**config.mk**
```make
export PLATFORM = sky130hd
export DESIGN_NAME = rpc_frame_receive_parser_unit
export DESIGN_NICKNAME = d
export VERILOG_FILES = /design/src/rtl/core/rpfp_pkg.sv /design/src/rtl/core/rpfp_fifo.sv /design/src/rtl/core/rpfp_parse.sv /design/src/rtl/core/rpc_frame_receive_parser_unit.sv
export SDC_FILE = /design/constraint.sdc
export NUM_CORES = 1
export LEC_CHECK = 0
export BUFFER_PORTS_ARGS = -buffer_cell sky130_fd_sc_hd__clkbuf_2
export CAP_MARGIN = 15
export CORE_MARGIN = 2
export CORE_UTILIZATION = 48
export DETAILED_ROUTE_END_ITERATION = 16
export GPL_ROUTABILITY_DRIVEN = 0
export GPL_TIMING_DRIVEN = 0
export PLACE_DENSITY = 0.7
export SYNTH_ARGS = -nofsm -noshare
export SYNTH_HDL_FRONTEND = slang
export SYNTH_SLANG_ARGS = --single-unit
```
**constraint.sdc**
```tcl
create_clock -name clk -period 5.9 [get_ports clk]
set_clock_uncertainty 0.2 [all_clocks]
set_input_delay 0.59 -clock clk [delete_from_list [all_inputs] [get_ports clk]]
set_output_delay 0.59 -clock clk [all_outputs]
set_load 0.01 [all_outputs]
```
**src/rtl/core/rpfp_pkg.sv**
```systemverilog
// ----------------------------------------------------------------------------
// rpfp_pkg
// types and constants shared by the rpc frame receive parser
// ----------------------------------------------------------------------------
package rpfp_pkg;

  typedef enum logic [2:0] {
    PH_LEN     = 3'd0,
    PH_PRE     = 3'd1,
    PH_HDR     = 3'd2,
    PH_CMD     = 3'd3,
    PH_ATYPE   = 3'd4,
    PH_ALEN    = 3'd5,
    PH_ADATA   = 3'd6,
    PH_DISCARD = 3'd7
  } phase_t;

  typedef enum logic [2:0] {
    KIND_CHAR   = 3'd0,
    KIND_AHDR   = 3'd1,
    KIND_ABYTE  = 3'd2,
    KIND_ACCEPT = 3'd3,
    KIND_REJECT = 3'd4
  } kind_t;

  typedef enum logic [2:0] {
    ERR_NONE     = 3'd0,
    ERR_LEN      = 3'd1,
    ERR_TIMEOUT  = 3'd2,
    ERR_PREAMBLE = 3'd3,
    ERR_CMD_LEN  = 3'd4,
    ERR_ARG_HDR  = 3'd5,
    ERR_ARG_LEN  = 3'd6
  } err_t;

  localparam logic [2:0] REG_MAX_FRAME_LEN   = 3'd0;
  localparam logic [2:0] REG_MAX_COMMAND_LEN = 3'd1;
  localparam logic [2:0] REG_MAX_ARG_COUNT   = 3'd2;
  localparam logic [2:0] REG_MAX_ARG_LEN     = 3'd3;
  localparam logic [2:0] REG_BYTE_GAP_TICKS  = 3'd4;

  localparam logic [7:0] MIN_FRAME_LEN = 8'd5;
  localparam logic [7:0] SYNC_0 = 8'h3C;
  localparam logic [7:0] SYNC_1 = 8'h24;
  localparam logic [7:0] SYNC_2 = 8'h4D;
  localparam logic [7:0] SYNC_3 = 8'h55;

  typedef struct packed {
    logic [7:0] max_frame_len;
    logic [4:0] max_command_len;
    logic [3:0] max_arg_count;
    logic [7:0] max_arg_len;
    logic [7:0] byte_gap_ticks;
  } cfg_t;

  typedef struct packed {
    kind_t      kind;
    logic [7:0] value;
    logic [7:0] arg_length;
    logic [3:0] arg_index;
    logic [2:0] frame_status;
    err_t       error_code;
    logic       last;
  } res_t;

  function automatic logic [7:0] sync_byte(input logic [1:0] pos);
    logic [7:0] b;
    case (pos)
      2'd0:    b = SYNC_0;
      2'd1:    b = SYNC_1;
      2'd2:    b = SYNC_2;
      default: b = SYNC_3;
    endcase
    return b;
  endfunction

endpackage

```
**src/rtl/core/rpfp_fifo.sv**
```systemverilog
// ----------------------------------------------------------------------------
// rpfp_fifo
// four-entry result queue, takes up to two results a cycle, gives one if ready
// ----------------------------------------------------------------------------
module rpfp_fifo (
  input  logic            clk,
  input  logic            rst_n,
  input  logic [1:0]      push_cnt,
  input  rpfp_pkg::res_t  push0,
  input  rpfp_pkg::res_t  push1,
  output logic            room,
  output logic            pop_valid,
  input  logic            pop_ready,
  output rpfp_pkg::res_t  pop_data
);

  rpfp_pkg::res_t mem_r [4];
  logic [1:0] wr_ptr_r, wr_ptr_nxt;
  logic [1:0] rd_ptr_r, rd_ptr_nxt;
  logic [2:0] count_r, count_nxt;
  logic       pop;

  assign room      = (count_r <= 3'd2);
  assign pop_valid = (count_r != 3'd0);
  assign pop_data  = mem_r[rd_ptr_r];
  assign pop       = pop_valid && pop_ready;

  always_comb begin
    wr_ptr_nxt = wr_ptr_r + push_cnt;
    rd_ptr_nxt = rd_ptr_r + {1'b0, pop};
    count_nxt  = count_r + {1'b0, push_cnt} - {2'b00, pop};
  end

  always_ff @(posedge clk) begin
    if (!rst_n) begin
      wr_ptr_r <= '0;
      rd_ptr_r <= '0;
      count_r  <= '0;
    end else begin
      wr_ptr_r <= wr_ptr_nxt;
      rd_ptr_r <= rd_ptr_nxt;
      count_r  <= count_nxt;
    end
  end

  always_ff @(posedge clk) begin
    if (push_cnt != 2'd0) begin
      mem_r[wr_ptr_r] <= push0;
    end
    if (push_cnt == 2'd2) begin
      mem_r[wr_ptr_r + 2'd1] <= push1;
    end
  end

endmodule

```
**src/rtl/core/rpfp_parse.sv**
```systemverilog
// ----------------------------------------------------------------------------
// rpfp_parse
// frame parser state and per-item decode, up to two results per item
// ----------------------------------------------------------------------------
module rpfp_parse (
  input  logic            clk,
  input  logic            rst_n,
  input  logic            accept,
  input  logic            tick,
  input  logic [7:0]      din,
  input  rpfp_pkg::cfg_t  cfg,
  output logic [1:0]      push_cnt,
  output rpfp_pkg::res_t  push0,
  output rpfp_pkg::res_t  push1
);

  rpfp_pkg::phase_t phase_r, phase_nxt;
  logic [7:0] frame_left_r, frame_left_nxt;
  logic [1:0] pre_pos_r, pre_pos_nxt;
  logic [4:0] cmd_left_r, cmd_left_nxt;
  logic [3:0] arg_cnt_r, arg_cnt_nxt;
  logic [7:0] arg_left_r, arg_left_nxt;
  logic [2:0] hdr_status_r, hdr_status_nxt;
  rpfp_pkg::err_t pend_err_r, pend_err_nxt;
  logic [7:0] gap_r, gap_nxt;
  logic [7:0] cur_type_r, cur_type_nxt;

  logic           main_v, close_v;
  rpfp_pkg::res_t main_res, close_res;
  logic [7:0]     left;
  logic [4:0]     clen;

  always_comb begin
    phase_nxt      = phase_r;
    frame_left_nxt = frame_left_r;
    pre_pos_nxt    = pre_pos_r;
    cmd_left_nxt   = cmd_left_r;
    arg_cnt_nxt    = arg_cnt_r;
    arg_left_nxt   = arg_left_r;
    hdr_status_nxt = hdr_status_r;
    pend_err_nxt   = pend_err_r;
    gap_nxt        = gap_r;
    cur_type_nxt   = cur_type_r;
    main_v         = 1'b0;
    close_v        = 1'b0;
    main_res       = '0;
    close_res      = '0;
    left           = frame_left_r - 8'd1;
    clen           = din[4:0];

    if (tick) begin
      if (phase_r == rpfp_pkg::PH_DISCARD) begin
        phase_nxt = rpfp_pkg::PH_LEN;
      end else if (phase_r != rpfp_pkg::PH_LEN) begin
        if (gap_r >= cfg.byte_gap_ticks) begin
          main_v              = 1'b1;
          main_res.kind       = rpfp_pkg::KIND_REJECT;
          main_res.error_code = rpfp_pkg::ERR_TIMEOUT;
          phase_nxt           = rpfp_pkg::PH_DISCARD;
        end else begin
          gap_nxt = gap_r + 8'd1;
        end
      end
    end else if (phase_r == rpfp_pkg::PH_LEN) begin
      if (din < rpfp_pkg::MIN_FRAME_LEN || din > cfg.max_frame_len) begin
        hdr_status_nxt      = '0;
        main_v              = 1'b1;
        main_res.kind       = rpfp_pkg::KIND_REJECT;
        main_res.error_code = rpfp_pkg::ERR_LEN;
        phase_nxt           = rpfp_pkg::PH_DISCARD;
      end else begin
        frame_left_nxt = din;
        pre_pos_nxt    = '0;
        cmd_left_nxt   = '0;
        arg_cnt_nxt    = '0;
        arg_left_nxt   = '0;
        hdr_status_nxt = '0;
        pend_err_nxt   = rpfp_pkg::ERR_NONE;
        gap_nxt        = '0;
        cur_type_nxt   = '0;
        phase_nxt      = rpfp_pkg::PH_PRE;
      end
    end else if (phase_r != rpfp_pkg::PH_DISCARD) begin
      gap_nxt        = '0;
      frame_left_nxt = left;
      if (pend_err_r == rpfp_pkg::ERR_NONE) begin
        case (phase_r)
          rpfp_pkg::PH_PRE: begin
            if (din != rpfp_pkg::sync_byte(pre_pos_r)) begin
              main_v              = 1'b1;
              main_res.kind       = rpfp_pkg::KIND_REJECT;
              main_res.error_code = rpfp_pkg::ERR_PREAMBLE;
              phase_nxt           = rpfp_pkg::PH_DISCARD;
            end else if (pre_pos_r == 2'd3) begin
              pre_pos_nxt = '0;
              phase_nxt   = rpfp_pkg::PH_HDR;
            end else begin
              pre_pos_nxt = pre_pos_r + 2'd1;
            end
          end
          rpfp_pkg::PH_HDR: begin
            hdr_status_nxt = din[7:5];
            if (clen == 5'd0 || clen > cfg.max_command_len || {3'd0, clen} > left) begin
              pend_err_nxt = rpfp_pkg::ERR_CMD_LEN;
            end else begin
              cmd_left_nxt = clen;
              phase_nxt    = rpfp_pkg::PH_CMD;
            end
          end
          rpfp_pkg::PH_CMD: begin
            main_v         = 1'b1;
            main_res.kind  = rpfp_pkg::KIND_CHAR;
            main_res.value = din;
            cmd_left_nxt   = cmd_left_r - 5'd1;
            if (cmd_left_nxt == 5'd0) begin
              phase_nxt = rpfp_pkg::PH_ATYPE;
            end
          end
          rpfp_pkg::PH_ATYPE: begin
            if (arg_cnt_r >= cfg.max_arg_count || left == 8'd0) begin
              pend_err_nxt = rpfp_pkg::ERR_ARG_HDR;
            end else begin
              cur_type_nxt = din;
              phase_nxt    = rpfp_pkg::PH_ALEN;
            end
          end
          rpfp_pkg::PH_ALEN: begin
            if (din > cfg.max_arg_len || din > left) begin
              pend_err_nxt = rpfp_pkg::ERR_ARG_LEN;
            end else begin
              main_v              = 1'b1;
              main_res.kind       = rpfp_pkg::KIND_AHDR;
              main_res.value      = cur_type_r;
              main_res.arg_length = din;
              main_res.arg_index  = arg_cnt_r;
              arg_cnt_nxt         = arg_cnt_r + 4'd1;
              arg_left_nxt        = din;
              phase_nxt = (din != 8'd0) ? rpfp_pkg::PH_ADATA : rpfp_pkg::PH_ATYPE;
            end
          end
          rpfp_pkg::PH_ADATA: begin
            main_v             = 1'b1;
            main_res.kind      = rpfp_pkg::KIND_ABYTE;
            main_res.value     = din;
            main_res.arg_index = arg_cnt_r - 4'd1;
            arg_left_nxt       = arg_left_r - 8'd1;
            if (arg_left_nxt == 8'd0) begin
              phase_nxt = rpfp_pkg::PH_ATYPE;
            end
          end
          default: begin
          end
        endcase
      end
      // frame closes on its last byte unless the preamble already failed
      if (left == 8'd0 && phase_nxt != rpfp_pkg::PH_DISCARD) begin
        close_v = 1'b1;
        if (pend_err_nxt != rpfp_pkg::ERR_NONE) begin
          close_res.kind       = rpfp_pkg::KIND_REJECT;
          close_res.error_code = pend_err_nxt;
        end else begin
          close_res.kind      = rpfp_pkg::KIND_ACCEPT;
          close_res.arg_index = arg_cnt_nxt;
        end
        phase_nxt = rpfp_pkg::PH_LEN;
      end
    end

    main_res.frame_status  = hdr_status_nxt;
    close_res.frame_status = hdr_status_nxt;
    main_res.last          = !close_v;
    close_res.last         = 1'b1;
  end

  always_comb begin
    push_cnt = 2'd0;
    push0    = main_v ? main_res : close_res;
    push1    = close_res;
    if (accept) begin
      push_cnt = {1'b0, main_v} + {1'b0, close_v};
    end
  end

  always_ff @(posedge clk) begin
    if (!rst_n) begin
      phase_r      <= rpfp_pkg::PH_LEN;
      frame_left_r <= '0;
      pre_pos_r    <= '0;
      cmd_left_r   <= '0;
      arg_cnt_r    <= '0;
      arg_left_r   <= '0;
      hdr_status_r <= '0;
      pend_err_r   <= rpfp_pkg::ERR_NONE;
      gap_r        <= '0;
      cur_type_r   <= '0;
    end else if (accept) begin
      phase_r      <= phase_nxt;
      frame_left_r <= frame_left_nxt;
      pre_pos_r    <= pre_pos_nxt;
      cmd_left_r   <= cmd_left_nxt;
      arg_cnt_r    <= arg_cnt_nxt;
      arg_left_r   <= arg_left_nxt;
      hdr_status_r <= hdr_status_nxt;
      pend_err_r   <= pend_err_nxt;
      gap_r        <= gap_nxt;
      cur_type_r   <= cur_type_nxt;
    end
  end

endmodule

```
**src/rtl/core/rpc_frame_receive_parser_unit.sv**
```systemverilog
// ----------------------------------------------------------------------------
// channel  | dir | handshake          | payload
// in_      | in  | tvalid/tready      | tdata byte, tuser tick flag
// out_     | out | tvalid/tready      | tdata result fields, tuser kind, tlast
// cfg_     | in  | psel/penable/pready| five limit registers at 4*i
//
// one input item per ready cycle; parser state updates in the accepting cycle
// results leave one per ready cycle from a four-entry queue, first one the next cycle
// the last byte of a frame can yield two results; in_tready drops while the
// queue holds three or more
// reset is synchronous active low; clears parser state and queue, presets registers
// ----------------------------------------------------------------------------
// rpc_frame_receive_parser_unit
// receive parser for length-prefixed rpc frames
// ----------------------------------------------------------------------------
module rpc_frame_receive_parser_unit (
  input  logic        clk,
  input  logic        rst_n,
  input  logic        in_tvalid,
  output logic        in_tready,
  input  logic [7:0]  in_tdata,   // [7:0] data
  input  logic        in_tuser,   // [0] tick
  output logic        out_tvalid,
  input  logic        out_tready,
  output logic [31:0] out_tdata,  // [7:0] value, [15:8] arg_length, [19:16] arg_index,
                                  // [22:20] frame_status, [25:23] error_code
  output logic [2:0]  out_tuser,  // [2:0] kind
  output logic        out_tlast,
  input  logic        cfg_psel,
  input  logic        cfg_penable,
  input  logic        cfg_pwrite,
  input  logic [4:0]  cfg_paddr,
  input  logic [31:0] cfg_pwdata,
  output logic [31:0] cfg_prdata,
  output logic        cfg_pready
);

  rpfp_pkg::cfg_t cfg_r;
  logic           cfg_wr;
  logic [2:0]     cfg_idx;
  logic           room;
  logic           accept;
  logic [1:0]     push_cnt;
  rpfp_pkg::res_t push0, push1, head;

  assign cfg_pready = 1'b1;
  assign cfg_wr     = cfg_psel && cfg_penable && cfg_pwrite && cfg_pready;
  assign cfg_idx    = cfg_paddr[4:2];

  always_ff @(posedge clk) begin
    if (!rst_n) begin
      cfg_r.max_frame_len   <= 8'd64;
      cfg_r.max_command_len <= 5'd16;
      cfg_r.max_arg_count   <= 4'd8;
      cfg_r.max_arg_len     <= 8'd32;
      cfg_r.byte_gap_ticks  <= 8'd10;
    end else if (cfg_wr) begin
      case (cfg_idx)
        rpfp_pkg::REG_MAX_FRAME_LEN:   cfg_r.max_frame_len   <= cfg_pwdata[7:0];
        rpfp_pkg::REG_MAX_COMMAND_LEN: cfg_r.max_command_len <= cfg_pwdata[4:0];
        rpfp_pkg::REG_MAX_ARG_COUNT:   cfg_r.max_arg_count   <= cfg_pwdata[3:0];
        rpfp_pkg::REG_MAX_ARG_LEN:     cfg_r.max_arg_len     <= cfg_pwdata[7:0];
        rpfp_pkg::REG_BYTE_GAP_TICKS:  cfg_r.byte_gap_ticks  <= cfg_pwdata[7:0];
        default: begin
        end
      endcase
    end
  end

  always_comb begin
    case (cfg_idx)
      rpfp_pkg::REG_MAX_FRAME_LEN:   cfg_prdata = {24'd0, cfg_r.max_frame_len};
      rpfp_pkg::REG_MAX_COMMAND_LEN: cfg_prdata = {27'd0, cfg_r.max_command_len};
      rpfp_pkg::REG_MAX_ARG_COUNT:   cfg_prdata = {28'd0, cfg_r.max_arg_count};
      rpfp_pkg::REG_MAX_ARG_LEN:     cfg_prdata = {24'd0, cfg_r.max_arg_len};
      rpfp_pkg::REG_BYTE_GAP_TICKS:  cfg_prdata = {24'd0, cfg_r.byte_gap_ticks};
      default:                       cfg_prdata = '0;
    endcase
  end

  assign in_tready = room;
  assign accept    = in_tvalid && in_tready;

  rpfp_parse u_parse (
    .clk      (clk),
    .rst_n    (rst_n),
    .accept   (accept),
    .tick     (in_tuser),
    .din      (in_tdata),
    .cfg      (cfg_r),
    .push_cnt (push_cnt),
    .push0    (push0),
    .push1    (push1)
  );

  rpfp_fifo u_fifo (
    .clk       (clk),
    .rst_n     (rst_n),
    .push_cnt  (push_cnt),
    .push0     (push0),
    .push1     (push1),
    .room      (room),
    .pop_valid (out_tvalid),
    .pop_ready (out_tready),
    .pop_data  (head)
  );

  assign out_tuser = head.kind;
  assign out_tlast = head.last;
  assign out_tdata = {6'd0, head.error_code, head.frame_status, head.arg_index,
                      head.arg_length, head.value};

endmodule

```
==> qor.log, run 1 <==
INFO  clock_tree     tritoncts_num_sinks=212
INFO  cells_and_area drive_above_1_share=15.9%
INFO  power          power.share.clock=37.0%
INFO  critical_path  r2r.worst_path.cells=22
INFO  sta            tightestPinTransition=1010ps
INFO  grt            via_count_of_the_first_global_routing_pass=10.2k
INFO  yosys          syn_area=0.0119mm²
INFO  drt            drt_via_density=6.01
INFO  grt            number_of_antenna_violations_at_the_first_check_in_global_routing=0
INFO  critical_path  crit_path_start_kind=register
INFO  grt            grt_start_max_net_pins=15
INFO  clock_tree     ctsHtreeMaxLevel=1
INFO  cells_and_area n_fill_cell=2190
INFO  placed_design  estimated_wirelength_of_the_detail_placed_design=25200µm
INFO  min_path       whs_endpoint=cfg_r[13]
INFO  floorplan      dieArea=0.0260mm²
INFO  power          vdd_drop_max=0.214mV
INFO  drt            drc=0
INFO  power          p_int=2.92mW
INFO  run            maxCapViolations=0
INFO  min_path       hp-class=input port to register
INFO  sta            final.period_utilization=98.8%
INFO  yosys          synth-seq-area-share=40.1%
INFO  clock_tree     tritoncts_clock_tree=done
INFO  critical_path  crit_fanout=10
INFO  power          cellPowerDensity=311mW/mm²
INFO  cells_and_area n_diodes=0
INFO  grt            gr-usage-all-layers=26.3%
INFO  cells_and_area layout.cells.most_common=sky130_fd_sc_hd__dfxtp_1
INFO  cells_and_area mostFrequentLayoutCells=sky130_fd_sc_hd__dfxtp_1, sky130_fd_sc_hd__nor2_1, sky130_fd_sc_hd__nand2_1, sky130_fd_sc_hd__o21ai_0
INFO  critical_path  r2r_end=u_fifo.mem_r[3][27]
INFO  clock_tree     clk_lat_worst_skew=520ps
INFO  drt            drtAntennaViolNets=0
INFO  critical_path  timing.critical_path.arrival=5880ps
INFO  floorplan      i_o_pin_cnt=124
INFO  floorplan      floorplan.initialDensity=48.8%
INFO  critical_path  worstSetupEndpointType=register
INFO  yosys          synth.avg_cell_area=9.14µm²
INFO  sta            grt_setup_unrepaired=yes
INFO  floorplan      design.core.area=0.0243mm²
INFO  clock_tree     cts_clk_pin_slew_worst_paths=60ps
INFO  sta            slew_headroom=32.2%
INFO  drt            first_drt_pass_iteration_count=5
INFO  power          power_frac_comb=25.5%
INFO  floorplan      chipWidth=161µm
INFO  critical_path  critical_path_class=register to register
INFO  sta            max_clock_freq=171MHz
INFO  yosys          synth.ff_latch_count=212
INFO  yosys          synth_enable_flop_cells=52
INFO  drt            route.vias.total=10.6k
INFO  critical_path  worst-r2r-setup-slack=70ps
INFO  cells_and_area area_overhead_vs_synth=15.5%
INFO  sta            finalMaxSlewViolations=0
INFO  clock_tree     ctsHoldBuffers=0
INFO  floorplan      std_cell_rows=57
INFO  drt            total_wirelength=34600µm
INFO  grt            globalRoute.totalOverflow=0
INFO  placed_design  io_buffers=65
INFO  power          power.leakage=5.21nW
INFO  drt            wire_per_inst=19.6µm
INFO  clock_tree     cts-root-buf=sky130_fd_sc_hd__clkbuf_16
INFO  sta            fin_ws=68.4ps
INFO  yosys          async_reset_ff_share=0%
INFO  cells_and_area nNetsFinal=1535
INFO  power          sequentialPowerShare=37.5%
INFO  clock_tree     cts_made_buffers=23
INFO  placed_design  pre_cts_ws=-1570ps
INFO  yosys          netlist_instances=1298
INFO  yosys          ys_dominant_reg_cell=sky130_fd_sc_hd__dfxtp_1
INFO  grt            grt_first_pass_wirelength=54400µm
INFO  power          switch_share=31.5%
INFO  min_path       min_from=cfg_pwdata[5]
INFO  yosys          synthDistinctLibCells=75
INFO  power          p_switching=1.34mW
INFO  floorplan      dieHeight=161µm
INFO  critical_path  critPathRequiredTime=5950ps
INFO  min_path       timing.hold.worst_path_depth=3
INFO  sta            setup-violations-final=0
INFO  yosys          synth-warning-count=0
INFO  status         run_status=finished clean
INFO  clock_tree     ctsLongestPathBuffers=3
INFO  sta            hold_violations=0
INFO  critical_path  worstReg2RegStart=u_parse.frame_left_r[0]
INFO  sta            finalHoldWorstSlack=130ps
INFO  drt            drt_iter0_markers=950
INFO  sta            finalCriticalPeriod=5830ps
how the worst max path moves through the flow:
| stage | start | end | slack [ps] | cells past startpoint |
|---|---|---|---|---|
| global route | u_parse.frame_left_r[0] | u_fifo.mem_r[3][27] | -80 | 22 |
| finish | u_parse.frame_left_r[0] | u_fifo.mem_r[3][27] | 70 | 22 |
| CTS | u_parse.frame_left_r[2] | u_fifo.mem_r[3][27] | 40 | 22 |
| global placement | in_tdata[0] | u_fifo.mem_r[3][9] | -1510 | 21 |
| detailed placement | in_tdata[0] | u_fifo.mem_r[3][10] | -1570 | 21 |
| floorplan | u_parse.frame_left_r[2] | u_fifo.mem_r[1][10] | 30 | 23 |
state kept, by name, indices dropped and copies added (netlist names):
register              cells
u_fifo.mem_r            120
cfg_r                    33
u_parse.arg_left_r        8
u_parse.cur_type_r        8
u_parse.frame_left_r      8
u_parse.gap_r             8
u_parse.cmd_left_r        5
u_parse.arg_cnt_r         4
u_fifo.count_r            3
u_parse.hdr_status_r      3
u_parse.pend_err_r        3
u_parse.phase_r           3
u_fifo.rd_ptr_r           2
u_fifo.wr_ptr_r           2
u_parse.pre_pos_r         2
critical path: stages (launching register included):
cell and delay (ps):
sky130_fd_sc_hd__dfxtp_2 360, sky130_fd_sc_hd__inv_1 120, sky130_fd_sc_hd__ha_2 270, sky130_fd_sc_hd__nor2b_1 190, sky130_fd_sc_hd__nand2_1 120, sky130_fd_sc_hd__xor2_2 190
sky130_fd_sc_hd__ha_1 290, sky130_fd_sc_hd__and2_1 190, sky130_fd_sc_hd__o311a_1 140, sky130_fd_sc_hd__a221oi_1 300, sky130_fd_sc_hd__o211a_1 260, sky130_fd_sc_hd__o211a_1 150
sky130_fd_sc_hd__clkbuf_4 210, sky130_fd_sc_hd__a21oi_2 110, sky130_fd_sc_hd__o41ai_4 460, sky130_fd_sc_hd__or2_4 210, sky130_fd_sc_hd__inv_1 60, sky130_fd_sc_hd__ha_4 280
sky130_fd_sc_hd__o21ai_2 330, sky130_fd_sc_hd__or2_2 170, sky130_fd_sc_hd__clkbuf_1 460, sky130_fd_sc_hd__clkbuf_2 370, sky130_fd_sc_hd__o22ai_1 130
repair_timing:
action | CTS | global route
pin swaps | 4 | 4
buffers inserted | 7 | 1
setup endpoints to repair | 173 | 127
resized for setup | 20 | 17
synth_stat cells (9+ instances only):
cell / count / area share, %
sky130_fd_sc_hd__nor3_1: 26 / 1.1
sky130_fd_sc_hd__a22o_1: 42 / 3.1
sky130_fd_sc_hd__buf_1: 16 / 0.51
sky130_fd_sc_hd__o22ai_1: 12 / 0.63
sky130_fd_sc_hd__nand3_1: 57 / 2.4
sky130_fd_sc_hd__o211ai_1: 14 / 0.89
sky130_fd_sc_hd__ha_1: 60 / 6.3
sky130_fd_sc_hd__nor4_1: 10 / 0.53
sky130_fd_sc_hd__mux2i_1: 39 / 3.3
sky130_fd_sc_hd__clkbuf_1: 59 / 1.9
sky130_fd_sc_hd__buf_4: 32 / 2.0
sky130_fd_sc_hd__a211oi_1: 11 / 0.70
sky130_fd_sc_hd__o21ai_0: 78 / 3.3
sky130_fd_sc_hd__dfxtp_1: 160 / 27
sky130_fd_sc_hd__a21oi_1: 70 / 3.0
sky130_fd_sc_hd__nor2_1: 128 / 4.0
sky130_fd_sc_hd__o32ai_1: 17 / 1.3
sky130_fd_sc_hd__xor2_1: 12 / 0.89
sky130_fd_sc_hd__edfxtp_1: 52 / 13
sky130_fd_sc_hd__xnor2_1: 14 / 1.0
sky130_fd_sc_hd__or4_1: 9 / 0.57
sky130_fd_sc_hd__a22oi_1: 17 / 1.1
sky130_fd_sc_hd__and2_1: 15 / 0.79
sky130_fd_sc_hd__nor2b_1: 11 / 0.58
sky130_fd_sc_hd__mux4_2: 30 / 5.7
sky130_fd_sc_hd__or3_1: 18 / 0.95
sky130_fd_sc_hd__inv_1: 62 / 2.0
sky130_fd_sc_hd__nand2_1: 102 / 3.2
final cells by class:
| cell class | count | area [µm²] | share of cell area [%] |
|---|---|---|---|
| sequential | 212 | 4770 | 34.8 |
| inverter | 64 | 251 | 1.83 |
| clock buffer | 27 | 602 | 4.39 |
| buffer | 106 | 547 | 3.99 |
| clock inverter | 15 | 221 | 1.61 |
| timing repair buffer | 74 | 390 | 2.85 |
| tap | 324 | 405 | 2.96 |
| multi-input combinational | 940 | 6530 | 47.6 |
through the flow:
step	total power, mW	setup TNS, ps	utilization, %	cells	instance area (µm²)
floorplan	2.37	0	-	1327	12000
global placement	2.65	-160680	52.3	1716	12700
detailed placement	2.67	-170940	52.3	1716	12700
CTS	4.25	0	56.2	1762	13700
global route	4.46	-298	56.4	1762	13700
finish	4.27	0	56.4	1762	13700
power groups by stage:
stage	Sequential (mW)	Combinational, mW	Clock, mW
after global placement	1.63	1.02	0
after CTS	1.60	1.06	1.59
after floorplan	1.62	0.755	0
final	1.60	1.09	1.58
after detailed placement	1.63	1.04	0
after global routing	1.61	1.19	1.66
metal layers:
layer	track usage, %	vias up	routed length, µm
met3	4.47	113	2990
li1	-	4940	-
met2	43.6	500	16100
met4	11.3	0	1640
met5	0	-	0
met1	33.9	5031	13900
kinds of logic (layout without fill, tap and decap cells):
family,count (synthesis),after routing,synth area share [%]
buffers and inverters,175,286,6.69
muxes,71,71,9.17
xor gates and xnor gates,26,26,1.92
DFF,212,212,40.1
and+or+nand+nor,422,422,17.0
adders and majority gates,61,61,6.49
other,2,31,0.0633
AOI/OAI and AO/OA,329,329,18.5
(Power assumes the default switching activity.)
==> run 2: changes to the inputs <==
Settings changed: CELL_PAD_IN_SITES_DETAIL_PLACEMENT set to 1, CELL_PAD_IN_SITES_GLOBAL_PLACEMENT set to 1, CORE_UTILIZATION 48 to 43, CTS_BUF_LIST set to sky130_fd_sc_hd__clkbuf_4 sky130_fd_sc_hd__clkbuf_8, PLACE_DENSITY 0.7 to 0.79.
==> qor.log, run 2 (synthesis results as in run 1) <==
INFO  status         run_status=complete, but fails checks [was finished clean]
INFO  status         violations_in_the_final_reports=setup timing
INFO  power          vdd_drop_max=0.181mV [was 0.214 mV]
INFO  critical_path  critPathRequiredTime=6020ps [was 5950 ps]
INFO  cells_and_area drive_above_1_share=18.2% [was 15.9%]
INFO  placed_design  estimated_wirelength_of_the_detail_placed_design=29000µm [was 25200 µm]
INFO  grt            number_of_antenna_violations_at_the_first_check_in_global_routing=0 [unchanged]
INFO  placed_design  placedCellCount=1733 [was 1716]
INFO  clock_tree     clk_lat_worst_skew=560ps [was 520 ps]
INFO  cells_and_area largest_reg_flops=120 [unchanged]
INFO  cells_and_area final-instance-count-excl-fill=1802 [was 1762]
INFO  floorplan      dieHeight=170µm [was 161 µm]
INFO  clock_tree     cts_made_buffers=39 [was 23]
INFO  sta            final.period_utilization=101% [was 98.8%]
INFO  cells_and_area post_layout_util=50.9% [was 56.4%]
INFO  critical_path  crit_fanout=10 [unchanged]
INFO  critical_path  crit_path_start_kind=register [unchanged]
INFO  clock_tree     ctsLongestPathBuffers=3 [unchanged]
INFO  critical_path  critical_path_class=register to register [unchanged]
INFO  floorplan      dieArea=0.0289mm² [was 0.0260 mm²]
INFO  power          p_int=2.77mW [was 2.92 mW]
INFO  clock_tree     ctsHtreeMaxLevel=2 [was 1]
INFO  drt            drtAntennaViolNets=0 [unchanged]
INFO  sta            finalCriticalPeriod=5950ps [was 5830 ps]
INFO  power          power_frac_comb=27.2% [was 25.5%]
INFO  clock_tree     cts-root-buf=sky130_fd_sc_hd__clkbuf_8 [was sky130_fd_sc_hd__clkbuf_16]
INFO  grt            gr-usage-all-layers=27.7% [was 26.3%]
INFO  drt            drt_iter0_markers=865 [was 950]
INFO  cells_and_area mostFrequentLayoutCells=sky130_fd_sc_hd__dfxtp_1, sky130_fd_sc_hd__nor2_1, sky130_fd_sc_hd__nand2_1, sky130_fd_sc_hd__o21ai_0, sky130_fd_sc_hd__clkbuf_2 [was sky130_fd_sc_hd__dfxtp_1, sky130_fd_sc_hd__nor2_1, sky130_fd_sc_hd__nand2_1, sky130_fd_sc_hd__o21ai_0]
INFO  cells_and_area nNetsFinal=1549 [was 1535]
INFO  power          switch_share=33.9% [was 31.5%]
INFO  sta            tns=-79.9ps [was 0 ps]
INFO  clock_tree     ctsHoldBuffers=0 [unchanged]
INFO  cells_and_area n_diodes=0 [unchanged]
INFO  grt            via_count_of_the_first_global_routing_pass=10.9k [was 10.2k]
INFO  power          power.share.clock=34.5% [was 37.0%]
INFO  floorplan      chipWidth=170µm [was 161 µm]
INFO  cells_and_area top_regs=u_fifo.mem_r x120, cfg_r x33 [unchanged]
INFO  placed_design  detailed_place.area=0.0127mm² [about the same]
INFO  grt            grt_start_max_net_pins=15 [unchanged]
INFO  clock_tree     tritoncts_num_sinks=212 [unchanged]
INFO  floorplan      std_cell_rows=60 [was 57]
INFO  run            maxCapViolations=0 [unchanged]
INFO  min_path       hp-class=input port to register [unchanged]
INFO  cells_and_area layout.cells.most_common=sky130_fd_sc_hd__dfxtp_1 [unchanged]
INFO  sta            setup-violations-final=3 [was 0]
INFO  cells_and_area area_overhead_vs_synth=16.0% [was 15.5%]
INFO  drt            route.vias.total=10.9k [was 10.6k]
INFO  grt            globalRoute.totalOverflow=0 [unchanged]
INFO  critical_path  worstSetupEndpointType=register [unchanged]
INFO  sta            fin_ws=-51.2ps [was 68.4 ps]
INFO  drt            total_wirelength=40300µm [was 34600 µm]
INFO  sta            hold_violations=0 [unchanged]
INFO  sta            max_clock_freq=168MHz [was 171 MHz]
INFO  sta            slew_headroom=28.9% [was 32.2%]
INFO  power          sequentialPowerShare=38.2% [was 37.5%]
INFO  floorplan      i_o_pin_cnt=124 [unchanged]
INFO  power          p_switching=1.42mW [was 1.34 mW]
INFO  power          cellPowerDensity=305mW/mm² [was 311 mW/mm²]
INFO  sta            finalMaxSlewViolations=0 [unchanged]
INFO  sta            tightestPinTransition=1060ps [was 1010 ps]
INFO  power          power.leakage=5.24nW [was 5.21 nW]
INFO  drt            drc=0 [unchanged]
INFO  drt            wire_per_inst=22.4µm [was 19.6 µm]
INFO  grt            grt_first_pass_wirelength=62500µm [was 54400 µm]
INFO  cells_and_area postLayoutCellArea=0.0138mm² [was 0.0137 mm²]
INFO  placed_design  io_buffers=65 [unchanged]
INFO  clock_tree     cts_clk_pin_slew_worst_paths=60ps [about the same]
INFO  cells_and_area regMostFlops=u_fifo.mem_r [unchanged]
INFO  drt            first_drt_pass_iteration_count=5 [unchanged]
INFO  floorplan      design.core.area=0.0270mm² [was 0.0243 mm²]
INFO  clock_tree     tritoncts_clock_tree=done [unchanged]
INFO  drt            drt_via_density=6.05 [was 6.01]
INFO  critical_path  timing.critical_path.arrival=6070ps [was 5880 ps]
INFO  floorplan      floorplan.initialDensity=43.9% [was 48.8%]
==> run 2: layout make-up <==
type                       count  area [µm²]
buffer                       104         543
multi-input combinational    940        6600
inverter                      64         251
timing repair buffer          74         393
clock inverter                 8        53.8
sequential                   212        4770
fill                        3177       13300
tap                          341         427
clock buffer                  59         737
==> run 2: power by group through the flow <==
stage	combinational (mW)	sequential, mW	clock, mW
final	1.14	1.61	1.45
after global routing	1.24	1.61	1.54
after CTS	1.11	1.60	1.47
after detailed placement	1.09	1.63	0
after global placement	1.06	1.63	0
after floorplan	0.755	1.62	0
==> run 2: metal layers <==
| layer | wire, µm | vias to the layer above | track usage (%) |
|---|---|---|---|
| li1 | - | 4977 | - |
| met5 | 0 | - | 0 |
| met4 | 1580 | 0 | 11.6 |
| met2 | 19300 | 414 | 46.7 |
| met3 | 2560 | 100 | 4.19 |
| met1 | 16900 | 5417 | 35.5 |
==> run 2: stage by stage <==
| stage | power (mW) | worst slack, ps | hold WS (ps) |
|---|---|---|---|
| 2_1_floorplan | 2.37 | 25.2 | 231 |
| 3_3_place_gp | 2.68 | -1810 | 239 |
| 3_5_place_dp | 2.72 | -1920 | 253 |
| 4_1_cts | 4.18 | 14.1 | 93.1 |
| 5_1_grt | 4.39 | -96.7 | 134 |
| 6_report | 4.20 | -51.2 | 107 |
==> run 2: path summary, 6_finish.rpt <==
path                                start                    end  slack (ps)  cells after the start
setup reg to reg  u_parse.frame_left_r[2]    u_fifo.mem_r[2][10]         -50                     23
hold / removal              cfg_pwdata[5]              cfg_r[13]         110                      3
hold reg to reg     u_parse.cur_type_r[7]  u_parse.cur_type_r[7]         260                      2
setup / recovery  u_parse.frame_left_r[2]    u_fifo.mem_r[2][10]         -50                     23
==> run 2: worst max-delay path: stages (launching register included) <==
cell and delay (ps):
sky130_fd_sc_hd__dfxtp_1 290, sky130_fd_sc_hd__buf_4 150, sky130_fd_sc_hd__or3_4 430, sky130_fd_sc_hd__nor4_4 310
sky130_fd_sc_hd__xnor2_2 120, sky130_fd_sc_hd__ha_1 320, sky130_fd_sc_hd__and2_1 210, sky130_fd_sc_hd__o311a_1 210
sky130_fd_sc_hd__a221oi_2 60, sky130_fd_sc_hd__o211a_1 190, sky130_fd_sc_hd__o211a_1 230, sky130_fd_sc_hd__clkbuf_4 190
sky130_fd_sc_hd__a21oi_2 280, sky130_fd_sc_hd__o41ai_4 160, sky130_fd_sc_hd__or2_4 250, sky130_fd_sc_hd__inv_1 120
sky130_fd_sc_hd__ha_4 200, sky130_fd_sc_hd__nand2_1 140, sky130_fd_sc_hd__clkbuf_2 270, sky130_fd_sc_hd__nor3_1 530
sky130_fd_sc_hd__nor2_2 150, sky130_fd_sc_hd__clkinvlp_4 140, sky130_fd_sc_hd__o21ai_2 130, sky130_fd_sc_hd__o32ai_1 390
==> run 2: repair_timing <==
item	in CTS	in global routing
buffers inserted	9	0
gates resized for setup	36	15
pin swaps	5	7
setup endpoints to repair	175	147
